**src/hw/rtl/slip_pkg.sv**
```systemverilog
`timescale 1ns / 1ps
`default_nettype none

package slip_pkg;

  localparam int unsigned DEPTH   = 16;
  localparam int unsigned CNT_W   = $clog2(DEPTH + 1);
  localparam int unsigned DATA_W  = 32;
  localparam int unsigned KIND_W  = 2;
  localparam int unsigned STAT_W  = 2;
  localparam int unsigned ENTRY_W = 5;

  typedef enum logic [KIND_W-1:0] {
    KIND_SORTED = 2'd0,
    KIND_APPEND = 2'd1,
    KIND_POP    = 2'd2,
    KIND_NONE   = 2'd3
  } kind_t;

  typedef enum logic [STAT_W-1:0] {
    STAT_OK    = 2'd0,
    STAT_FULL  = 2'd1,
    STAT_EMPTY = 2'd2
  } status_t;

  typedef enum logic [1:0] {
    OP_HOLD,
    OP_INS,
    OP_POP
  } cell_op_t;

  typedef struct packed {
    cell_op_t                   op;
    logic                       append;
    logic signed [DATA_W-1:0]   value;
  } cell_ctl_t;

endpackage

`default_nettype wire

```
**src/hw/rtl/slip_ifs.sv**
```systemverilog
`timescale 1ns / 1ps
`default_nettype none

interface slip_in_if;
  logic               valid;
  logic               ready;
  logic [1:0]         kind;
  logic signed [31:0] value;

  modport source (output valid, output kind, output value, input ready);
  modport sink   (input valid, input kind, input value, output ready);
endinterface

interface slip_out_if;
  logic               valid;
  logic               ready;
  logic signed [31:0] popped_value;
  logic               pop_valid;
  logic [1:0]         status;
  logic [4:0]         entry_count;

  modport source (output valid, output popped_value, output pop_valid, output status,
                  output entry_count, input ready);
  modport sink   (input valid, input popped_value, input pop_valid, input status,
                  input entry_count, output ready);
endinterface

`default_nettype wire

```
**src/hw/rtl/slip_cell.sv**
```systemverilog
`timescale 1ns / 1ps
`default_nettype none

module slip_cell (
  input  wire logic                              clk,
  input  wire slip_pkg::cell_ctl_t               ctl,
  input  wire logic                              is_head,
  input  wire logic                              valid,
  input  wire logic signed [slip_pkg::DATA_W-1:0] left_data,
  input  wire logic signed [slip_pkg::DATA_W-1:0] right_data,
  input  wire logic                              before_in,
  output logic                                   before_out,
  output logic signed [slip_pkg::DATA_W-1:0]     data
);
  import slip_pkg::*;

  logic signed [DATA_W-1:0] data_r;
  logic signed [DATA_W-1:0] data_nxt;
  logic                     hit;

  always_comb begin
    hit        = is_head ? (data_r <= ctl.value) : (data_r < ctl.value);
    before_out = before_in && valid && (ctl.append || hit);
  end

  always_comb begin
    unique case (ctl.op)
      OP_INS: begin
        if (!before_in) begin
          data_nxt = left_data;
        end else if (!before_out) begin
          data_nxt = ctl.value;
        end else begin
          data_nxt = data_r;
        end
      end
      OP_POP:  data_nxt = right_data;
      default: data_nxt = data_r;
    endcase
  end

  always_ff @(posedge clk) begin
    data_r <= data_nxt;
  end

  assign data = data_r;

endmodule

`default_nettype wire

```
**src/hw/rtl/sorted_list_insert_append_pop.sv**
```systemverilog
`timescale 1ns / 1ps
`default_nettype none

// Channel   Dir  Fields                                          Transfer
// in_ch     in   kind[1:0], value[31:0] signed                   valid & ready
// out_ch    out  popped_value, pop_valid, status, entry_count    valid & ready
//
// One item per cycle while out_ch takes each result: every slot cell decides its
// insert position and shifts in the same cycle, and the transfer registers the result.
// The before-position flag ripples through the row of DEPTH cells.
// Reset clears the entry count and the result valid flag; slot data is not reset.
// A stalled result holds the input side only while it is not taken.

module sorted_list_insert_append_pop (
  input  wire logic   clk,
  input  wire logic   rst_n,
  slip_in_if.sink     in_ch,
  slip_out_if.source  out_ch
);
  import slip_pkg::*;

  logic                     accept;
  logic                     full;
  logic                     empty;
  kind_t                    kind;
  cell_ctl_t                ctl;
  logic [CNT_W-1:0]         count_r;
  logic [CNT_W-1:0]         count_nxt;
  logic [DEPTH-1:0]         valid_vec;
  logic [DEPTH-1:0]         hold_vec;
  logic signed [DATA_W-1:0] slot_data [DEPTH];

  logic                     out_valid_r;
  logic signed [DATA_W-1:0] popped_r;
  logic signed [DATA_W-1:0] popped_nxt;
  logic                     pop_valid_r;
  logic                     pop_valid_nxt;
  status_t                  status_r;
  status_t                  status_nxt;
  logic [ENTRY_W-1:0]       entry_r;

  assign kind   = kind_t'(in_ch.kind);
  assign full   = (count_r == CNT_W'(DEPTH));
  assign empty  = (count_r == '0);
  assign in_ch.ready = !out_valid_r || out_ch.ready;
  assign accept = in_ch.valid && in_ch.ready;

  always_comb begin
    ctl.value     = in_ch.value;
    ctl.append    = (kind == KIND_APPEND);
    ctl.op        = OP_HOLD;
    count_nxt     = count_r;
    popped_nxt    = '0;
    pop_valid_nxt = 1'b0;
    status_nxt    = STAT_OK;
    unique case (kind)
      KIND_SORTED, KIND_APPEND: begin
        if (full) begin
          status_nxt = STAT_FULL;
        end else begin
          ctl.op    = accept ? OP_INS : OP_HOLD;
          count_nxt = count_r + CNT_W'(1);
        end
      end
      KIND_POP: begin
        if (empty) begin
          status_nxt = STAT_EMPTY;
        end else begin
          ctl.op        = accept ? OP_POP : OP_HOLD;
          count_nxt     = count_r - CNT_W'(1);
          popped_nxt    = slot_data[0];
          pop_valid_nxt = 1'b1;
        end
      end
      default: ;
    endcase
  end

  for (genvar i = 0; i < DEPTH; i++) begin : g_cell
    assign valid_vec[i] = (count_r > CNT_W'(i));

    slip_cell u_cell (
      .clk        (clk),
      .ctl        (ctl),
      .is_head    ((i == 0) ? 1'b1 : 1'b0),
      .valid      (valid_vec[i]),
      .left_data  ((i == 0) ? in_ch.value : slot_data[(i == 0) ? 0 : i - 1]),
      .right_data ((i == DEPTH - 1) ? slot_data[i] : slot_data[(i == DEPTH - 1) ? i : i + 1]),
      .before_in  ((i == 0) ? 1'b1 : hold_vec[(i == 0) ? 0 : i - 1]),
      .before_out (hold_vec[i]),
      .data       (slot_data[i])
    );
  end

  always_ff @(posedge clk) begin
    if (!rst_n) begin
      count_r     <= '0;
      out_valid_r <= 1'b0;
    end else begin
      if (accept) begin
        count_r     <= count_nxt;
        out_valid_r <= 1'b1;
      end else if (out_ch.ready) begin
        out_valid_r <= 1'b0;
      end
    end
  end

  always_ff @(posedge clk) begin
    if (accept) begin
      popped_r    <= popped_nxt;
      pop_valid_r <= pop_valid_nxt;
      status_r    <= status_nxt;
      entry_r     <= ENTRY_W'(count_nxt);
    end
  end

  assign out_ch.valid        = out_valid_r;
  assign out_ch.popped_value = popped_r;
  assign out_ch.pop_valid    = pop_valid_r;
  assign out_ch.status       = status_r;
  assign out_ch.entry_count  = entry_r;

  a_count_bound: assert property (@(posedge clk) disable iff (!rst_n)
    count_r <= CNT_W'(DEPTH))
    else $error("entry count above depth");

  a_pop_dec: assert property (@(posedge clk) disable iff (!rst_n)
    accept && kind == KIND_POP && !empty |=> count_r == $past(count_r) - CNT_W'(1))
    else $error("pop did not remove one entry");

  a_ins_inc: assert property (@(posedge clk) disable iff (!rst_n)
    accept && (kind == KIND_SORTED || kind == KIND_APPEND) && !full
    |=> count_r == $past(count_r) + CNT_W'(1))
    else $error("insert did not add one entry");

  a_entry_match: assert property (@(posedge clk) disable iff (!rst_n)
    out_valid_r |-> entry_r == ENTRY_W'(count_r))
    else $error("reported entry count differs from held count");

endmodule

`default_nettype wire

```
**src/flat_wrapper.sv**
```systemverilog
// flat-port wrapper written by rule: the top's interface ports become plain ports
module sorted_list_insert_append_pop_flat import slip_pkg::*;
  (clk, rst_n, in_ch_valid, in_ch_kind, in_ch_value, in_ch_ready, out_ch_valid, out_ch_popped_value, out_ch_pop_valid, out_ch_status, out_ch_entry_count, out_ch_ready);
  slip_in_if in_ch_i ();
  slip_out_if out_ch_i ();
  input  wire logic clk;
  input  wire logic rst_n;
  input wire logic [$bits(in_ch_i.valid)-1:0] in_ch_valid;
  input wire logic [$bits(in_ch_i.kind)-1:0] in_ch_kind;
  input wire logic [$bits(in_ch_i.value)-1:0] in_ch_value;
  output wire logic [$bits(in_ch_i.ready)-1:0] in_ch_ready;
  output wire logic [$bits(out_ch_i.valid)-1:0] out_ch_valid;
  output wire logic [$bits(out_ch_i.popped_value)-1:0] out_ch_popped_value;
  output wire logic [$bits(out_ch_i.pop_valid)-1:0] out_ch_pop_valid;
  output wire logic [$bits(out_ch_i.status)-1:0] out_ch_status;
  output wire logic [$bits(out_ch_i.entry_count)-1:0] out_ch_entry_count;
  input wire logic [$bits(out_ch_i.ready)-1:0] out_ch_ready;
  assign in_ch_i.valid = in_ch_valid;
  assign in_ch_i.kind = in_ch_kind;
  assign in_ch_i.value = in_ch_value;
  assign in_ch_ready = in_ch_i.ready;
  assign out_ch_valid = out_ch_i.valid;
  assign out_ch_popped_value = out_ch_i.popped_value;
  assign out_ch_pop_valid = out_ch_i.pop_valid;
  assign out_ch_status = out_ch_i.status;
  assign out_ch_entry_count = out_ch_i.entry_count;
  assign out_ch_i.ready = out_ch_ready;
  sorted_list_insert_append_pop u_core (.clk(clk), .rst_n(rst_n), .in_ch(in_ch_i), .out_ch(out_ch_i));
endmodule
```
**config.mk**
```make
export PLATFORM = sky130hd
export DESIGN_NAME = sorted_list_insert_append_pop_flat
export DESIGN_NICKNAME = d
export VERILOG_FILES = /design/src/hw/rtl/slip_pkg.sv /design/src/hw/rtl/slip_ifs.sv /design/src/hw/rtl/slip_cell.sv /design/src/hw/rtl/sorted_list_insert_append_pop.sv /design/src/flat_wrapper.sv
export SDC_FILE = /design/constraint.sdc
export NUM_CORES = 2
export LEC_CHECK = 0
export ABC_AREA = 1
export BUFFER_PORTS_ARGS = -buffer_cell sky130_fd_sc_hd__buf_2
export CELL_PAD_IN_SITES_DETAIL_PLACEMENT = 2
export CELL_PAD_IN_SITES_GLOBAL_PLACEMENT = 2
export CORE_MARGIN = 2
export CORE_UTILIZATION = 39
export CTS_CLUSTER_DIAMETER = 150
export DETAILED_ROUTE_END_ITERATION = 16
export PLACE_DENSITY = 0.82
export SYNTH_ARGS = -nofsm -noshare
export SYNTH_HDL_FRONTEND = slang
export SYNTH_HIERARCHICAL = 1
export SYNTH_SLANG_ARGS = --single-unit
```
**constraint.sdc**
```tcl
create_clock -name clk -period 8.7 [get_ports clk]
set_input_delay 0.435 -clock clk [delete_from_list [all_inputs] [get_ports clk]]
set_output_delay 0.435 -clock clk [all_outputs]
set_load 0.01 [all_outputs]
```
[After elaboration in Yosys (flattened, before gate mapping)]
Index checks and enable logic that the tools add are counted.
Storage, ports and cells
  word-level logic and storage cells: 210
  flip-flop bits (word level): 558
  input bits: 38
  output and inout bits: 42
Cells by class
  bitwise gates (word level): 1
  add/subtract/negate cells: 2
  eq/ne operators: 21
  reduce and logical (&&, ||, !) cells: 72
  mux-type cells: 60
  $lt $le $gt $ge: 32
Operator list (count)
  $mux 32: 31
  $pmux 32 s2: 15
  $lt 32x32->1: 15
  $ne 3x3->1 const B: 14
  $gt 5x4->1 const B: 8
  $le 32x32->1: 1
  $logic_and 1x1->1: 32
  $reduce_and 2->1: 16
  $gt 5x3->1 const B: 4
  $logic_or 1x1->1: 17
  $gt 5x1->1 const B: 2
  $gt 5x2->1 const B: 2
  $mux 5: 2
  $pmux 5 s2: 1
  $mux 2: 4
  $pmux 2 s2: 2
  $add 5x1->5 const B: 1
  $eq 5x5->1 const B: 1
  $logic_not 5->1: 1
  $mux 1: 5
  $sub 5x1->5 const B: 1
  $eq 2x1->1 const B: 2
  $eq 2x2->1 const B: 2
  $ne 2x2->1 const B: 2
  5 further kinds: 7

[Logic depth before layout (Yosys ltp)]
  depth after elaboration: 35
  depth in mapped cells: 90
  depth with buffers taken out: 75

[Hierarchy]
The synthesis kept the hierarchy.
By module, submodules not included
  slip_cell (u_core.g_cell[0].u_cell ...): sequential area each 960.9 um2, area an instance 2666.3 um2, cells each 339, instances 15
  slip_cell (u_core.g_cell[15].u_cell): sequential area each 960.9 um2, area an instance 2597.5 um2, cells each 338, instances 1
  sorted_list_insert_append_pop: sequential area each 1321.3 um2, area an instance 2262.2 um2, cells each 240, instances 1

[Worst setup path before layout]
Ideal clock, no wire load.
  path kind: input to register
  from: input port in_ch_value[15]
  to: register u_core.g_cell[15].u_cell.data_r[0], enable pin
  cell stages on the path: 90
  data required time: 8223 ps
  arrival time: 7251 ps
  path slack: 972 ps
  library setup time: 477 ps
  buffers on the path: 15
  cell sequence: inv_1 -> ha_1 -> nand2_2 -> nor2_4 -> nand2_2 -> nor2_4 -> nand2_1 -> nand3_1 -> nand2_1 -> nand2_1 -> nand2_1 -> nand3_1 -> nand2_1 -> inv_1 -> buf_2 -> nand2_1 -> inv_1 -> nand2_1 -> (+54 left out) -> nand2_1 -> inv_1 -> buf_2 -> nand2_1 -> inv_1 -> nand2_1 -> inv_1 -> buf_2 -> nand2_1 -> inv_1 -> nand2_1 -> inv_1 -> clkbuf_1 -> nand2_1 -> inv_1 -> nand2_1 -> nand2_1 -> nand2_1
On the way
  longest elaborated chain between the ends: 35
  elaborated cells between the ends (all ways): 65
  those cells by class: order compare: 16; eq/ne: 1; reduce/logical: 48
RTL lines
  from (decl): line flat_wrapper.sv:10  | input wire logic [$bits(in_ch_i.value)-1:0] in_ch_value;
  $le 32x32->1 *: line slip_cell.sv:22  | hit = is_head ? (data_r <= ctl.value) : (data_r < ctl.value);
  $logic_or 1x1->1 *: line slip_cell.sv:23  | before_out = before_in && valid && (ctl.append || hit);
  $logic_and 1x1->1 *: line slip_cell.sv:23
  net u_core.hold_vec[0]: line sorted_list_insert_append_pop.sv:30  | logic [DEPTH-1:0] hold_vec;
  $logic_and 1x1->1 * (2 in series): line slip_cell.sv:23
  net u_core.hold_vec[1]: line sorted_list_insert_append_pop.sv:30
  $logic_and 1x1->1 * (2 in series): line slip_cell.sv:23
  net u_core.hold_vec[2]: line sorted_list_insert_append_pop.sv:30
  (+2 left out)
  net u_core.hold_vec[3]: line sorted_list_insert_append_pop.sv:30
  (+2 left out)
  net u_core.hold_vec[4]: line sorted_list_insert_append_pop.sv:30
  (+2 left out)
  net u_core.hold_vec[5]: line sorted_list_insert_append_pop.sv:30
  (+2 left out)
  net u_core.hold_vec[6]: line sorted_list_insert_append_pop.sv:30
  (+2 left out)
  net u_core.hold_vec[7]: line sorted_list_insert_append_pop.sv:30
  (+2 left out)
  net u_core.hold_vec[8]: line sorted_list_insert_append_pop.sv:30
  (+2 left out)
  net u_core.hold_vec[9]: line sorted_list_insert_append_pop.sv:30
  (+2 left out)
  net u_core.hold_vec[10]: line sorted_list_insert_append_pop.sv:30
  (+2 left out)
  net u_core.hold_vec[11]: line sorted_list_insert_append_pop.sv:30
  (+2 left out)
  net u_core.hold_vec[12]: line sorted_list_insert_append_pop.sv:30
  $logic_and 1x1->1 * (2 in series): line slip_cell.sv:23
  net u_core.hold_vec[13]: line sorted_list_insert_append_pop.sv:30
  $logic_and 1x1->1 * (2 in series): line slip_cell.sv:23
  net u_core.hold_vec[14]: line sorted_list_insert_append_pop.sv:30
  $logic_and 1x1->1 (2 in series): line slip_cell.sv:23
  $ne 2x2->1 (no source line) *
  $reduce_and 2->1 (no source line) *
  to (signal assigned): line slip_cell.sv:43  | data_r <= data_nxt;
  to (decl): line slip_cell.sv:17  | logic signed [DATA_W-1:0] data_r;
Mark *: on every way through the listed nets, which the timed path passes. The rest lies on a longest branch.
A chain may end at the register's enable or synchronous reset.

[Final worst setup path]
  from: register u_core.g_cell[0].u_cell.data_r[9]
  to: register u_core.g_cell[15].u_cell.data_r[21], enable pin
On the way
  longest elaborated chain between the ends: 35
RTL lines (line)
  from (decl): slip_cell.sv:17
  from (signal assigned): slip_cell.sv:43
  $le 32x32->1 *: slip_cell.sv:22
  $logic_or 1x1->1 *: slip_cell.sv:23
  $logic_and 1x1->1 *: slip_cell.sv:23
  net u_core.hold_vec[0]: sorted_list_insert_append_pop.sv:30
  $logic_and 1x1->1 * (2 in series): slip_cell.sv:23
  net u_core.hold_vec[1]: sorted_list_insert_append_pop.sv:30
  $logic_and 1x1->1 * (2 in series): slip_cell.sv:23
  net u_core.hold_vec[2]: sorted_list_insert_append_pop.sv:30
  (+2 left out)
  net u_core.hold_vec[3]: sorted_list_insert_append_pop.sv:30
  (+2 left out)
  net u_core.hold_vec[4]: sorted_list_insert_append_pop.sv:30
  (+2 left out)
  net u_core.hold_vec[5]: sorted_list_insert_append_pop.sv:30
  (+2 left out)
  net u_core.hold_vec[6]: sorted_list_insert_append_pop.sv:30
  (+2 left out)
  net u_core.hold_vec[7]: sorted_list_insert_append_pop.sv:30
  (+2 left out)
  net u_core.hold_vec[8]: sorted_list_insert_append_pop.sv:30
  (+2 left out)
  net u_core.hold_vec[9]: sorted_list_insert_append_pop.sv:30
  (+2 left out)
  net u_core.hold_vec[10]: sorted_list_insert_append_pop.sv:30
  (+2 left out)
  net u_core.hold_vec[11]: sorted_list_insert_append_pop.sv:30
  (+2 left out)
  net u_core.hold_vec[12]: sorted_list_insert_append_pop.sv:30
  $logic_and 1x1->1 * (2 in series): slip_cell.sv:23
  net u_core.hold_vec[13]: sorted_list_insert_append_pop.sv:30
  $logic_and 1x1->1 * (2 in series): slip_cell.sv:23
  net u_core.hold_vec[14]: sorted_list_insert_append_pop.sv:30
  $logic_and 1x1->1 (2 in series): slip_cell.sv:23
  $ne 2x2->1 (no source line) *
  $reduce_and 2->1 (no source line) *
Marks and branches as above.

==> flow_summary.toml <==
[drt]
vias = 42100
drcViolationCount = 0
viasPerCell = 5.82
drt_first_pass_iters = 6
route.antenna.remaining_nets = 0
routed_wl_um = 192000
dr.first_iter.drc_count = 2983
drt-wirelength-per-cell_um = 26.5

[layout]
fraction_of_final_layout_cells_with_drive_strength_greater_than_1 = 0.0880
fillers = 13098
syn2layout_area_growth_pct = 9.34
postLayoutCoreUtil = 0.429
final_common_cell = "sky130_fd_sc_hd__nand2_1"
final_nets = 6214
multi_input_comb_area_um2 = 23700
area.sequential_um2 = 16700
most-common-layout-cells = "1667 x sky130_fd_sc_hd__nand2_1, 817 x sky130_fd_sc_hd__inv_1, 556 x sky130_fd_sc_hd__nand3_1"

[global_routing]
groute.layer.met1.usage = 0.405
first_global_vias = 45863
grt_pass1_wl_um = 289000
gr-usage-met2 = 0.552
number_of_antenna_violations_at_the_first_check_in_global_routing = 4
global_route.usage.met3 = 0.0380
busiest_layer = "met2"
grt_start_max_net_pins = 146
grt.overflow.total = 0
grt.total_usage = 0.323

[die]
placement_rows = 124
floorplan.initialDensity = 0.393
coreArea_um2 = 114000
design.die.area_um2 = 118000
floorplan.die.width_um = 343
pin_count = 80
die_h_um = 343

[placement]
pre_cts_slack_ns = 1.26
placement.io_buffers = 79
place.gp.congestion = 0.912
hpwlAfterDp_um = 139000

[worst_setup_path]
reg2reg_depth = 74
crit_fanout = 32
crit_arrival_ns = 7.97
crit_type = "reg2reg"
cpMostUsedCell = "sky130_fd_sc_hd__nand2_1"
critical_path.endpoint_type = "flip-flop"
timing.reg2reg.setup_slack_ns = 1.03
worst_r2r_startpoint = "u_core/g_cell[0].u_cell/data[9]"
critical_path.n_buffers_inverters = 31
worst_path_dominant_cell_family = "simple AND/OR/NAND/NOR gates"
start_kind = "flip-flop"
slowest_delay_ns = 0.54
critical_path_required_ns = 9.00
critical-path-slowest-cell = "sky130_fd_sc_hd__edfxtp_1"
worstReg2RegEnd = "u_core/g_cell[15].u_cell/data[21]"

[timing]
setup_viol = 0
finalMaxSlewViolations = 0
finalCritPeriodShare = 0.882
max_slew.worst_pin.slew_ns = 1.16
rsz_0062_raised_after_global_routing = "false"
tns_ns = 0
fmaxAchievable_mhz = 130
finalHoldWorstSlack_ns = 0.0789
worst_rel_slew_slack = 0.226
layout_skew_ns = 0.0306
fin_ws_ns = 1.03
min_period_ns = 7.67
hold_viol = 0

[clock_network]
post_cts.repair.setup_buffers = 0
cts_made_buffers = 77
postCtsHoldBufs = 0
worst_skew_pair.late_latency_ns = 0.67
clk_transition_reported_paths_ns = 0.06
cts_buffer_depth = 3
htree_levels = 3
clock_tree_from_tritoncts = "done"
cts_sinks = 558
clockRootBuffer = "sky130_fd_sc_hd__clkbuf_16"
ctsResizeCount = 0

[power]
cellLeakagePower_nw = 22.4
ir_worst_vdd_uv = 129
power_density_nw_per_um2 = 176
finalPower_mw = 8.65

[yosys]
ys_warn_count = 6
syn-cell-area_um2 = 44900
synth_cells = 5662
syn_avg_cell_area_um2 = 7.92

[min_path]
min-delay-path-class = "in2reg"
hold_path_depth = 3
holdPathEnd = "u_core/count_r[2]"
hp-start = "rst_n"

[flow_run]
timing.max_cap.violations = 0

[run_status]
outcome = "finished, final reports clean"
==> worst reg2reg max path, delay by kind of cell (launching register included) <==
family                   cells  cell delay, ns
flip-flops                   1            0.54
buffers and inverters       31            2.48
AND/OR/NAND/NOR             42            3.87
adder cells (fa/ha/maj)      1            0.38
==> per-layer routing <==
layer,vias to the layer above,share of wire
met5,-,0.000068
met4,2,0.053
met3,393,0.044
met2,1094,0.48
met1,21598,0.42
li1,19013,-
==> through the flow <==
step,area (um^2),std cells
3_5_place_dp,46700,7091
5_1_grt,49000,7231
3_3_place_gp,46700,7091
6_report,49000,7232
4_1_cts,49000,7231
2_1_floorplan,44900,5677
==> state kept, by name (all words and copies together), names as in the netlist <==
register and count:
u_core/count_r 5, u_core/g_cell.u_cell/data 512, u_core/out_ch.status 2, u_core/out_ch.valid 1, u_core/out_ch.entry_count 5, u_core/out_ch.popped_value 32
u_core/out_ch.pop_valid 1
==> area by class of cell <==
| class | count | area share |
|---|---|---|
| flip-flops and latches | 558 | 0.340 |
| clock buffers | 97 | 0.0423 |
| clock inverters | 43 | 0.00600 |
| repair buffers | 180 | 0.0245 |
| diodes | 1 | 0.0000510 |
| well taps | 1512 | 0.0386 |
| inverters | 852 | 0.0653 |
| multi-input cells | 3989 | 0.483 |
==> how the worst max path moves through the flow <==
stage                                             end  slack [ns]                             start  cells past startpoint
floorplan            u_core/g_cell[15].u_cell/data[0]        0.99                   in_ch_value[15]                     90
global placement    u_core/g_cell[15].u_cell/data[22]        1.46                   in_ch_value[25]                     75
detailed placement  u_core/g_cell[15].u_cell/data[23]        1.26                   in_ch_value[21]                     75
CTS                  u_core/g_cell[15].u_cell/data[2]        1.13  u_core/g_cell[0].u_cell/data[11]                     74
global route         u_core/g_cell[15].u_cell/data[2]        0.35  u_core/g_cell[0].u_cell/data[11]                     74
finish              u_core/g_cell[15].u_cell/data[21]        1.03   u_core/g_cell[0].u_cell/data[9]                     74
==> where the power goes <==
part / internal [mW] / switching (mW) / leakage [nW]
clock network: 1.77 / 1.35 / 1.16
registers: 3.30 / 0.281 / 5.25
logic: 0.607 / 1.34 / 16.0
total: 5.68 / 2.98 / 22.4
Note: power is estimated with default switching activity, not from simulation.
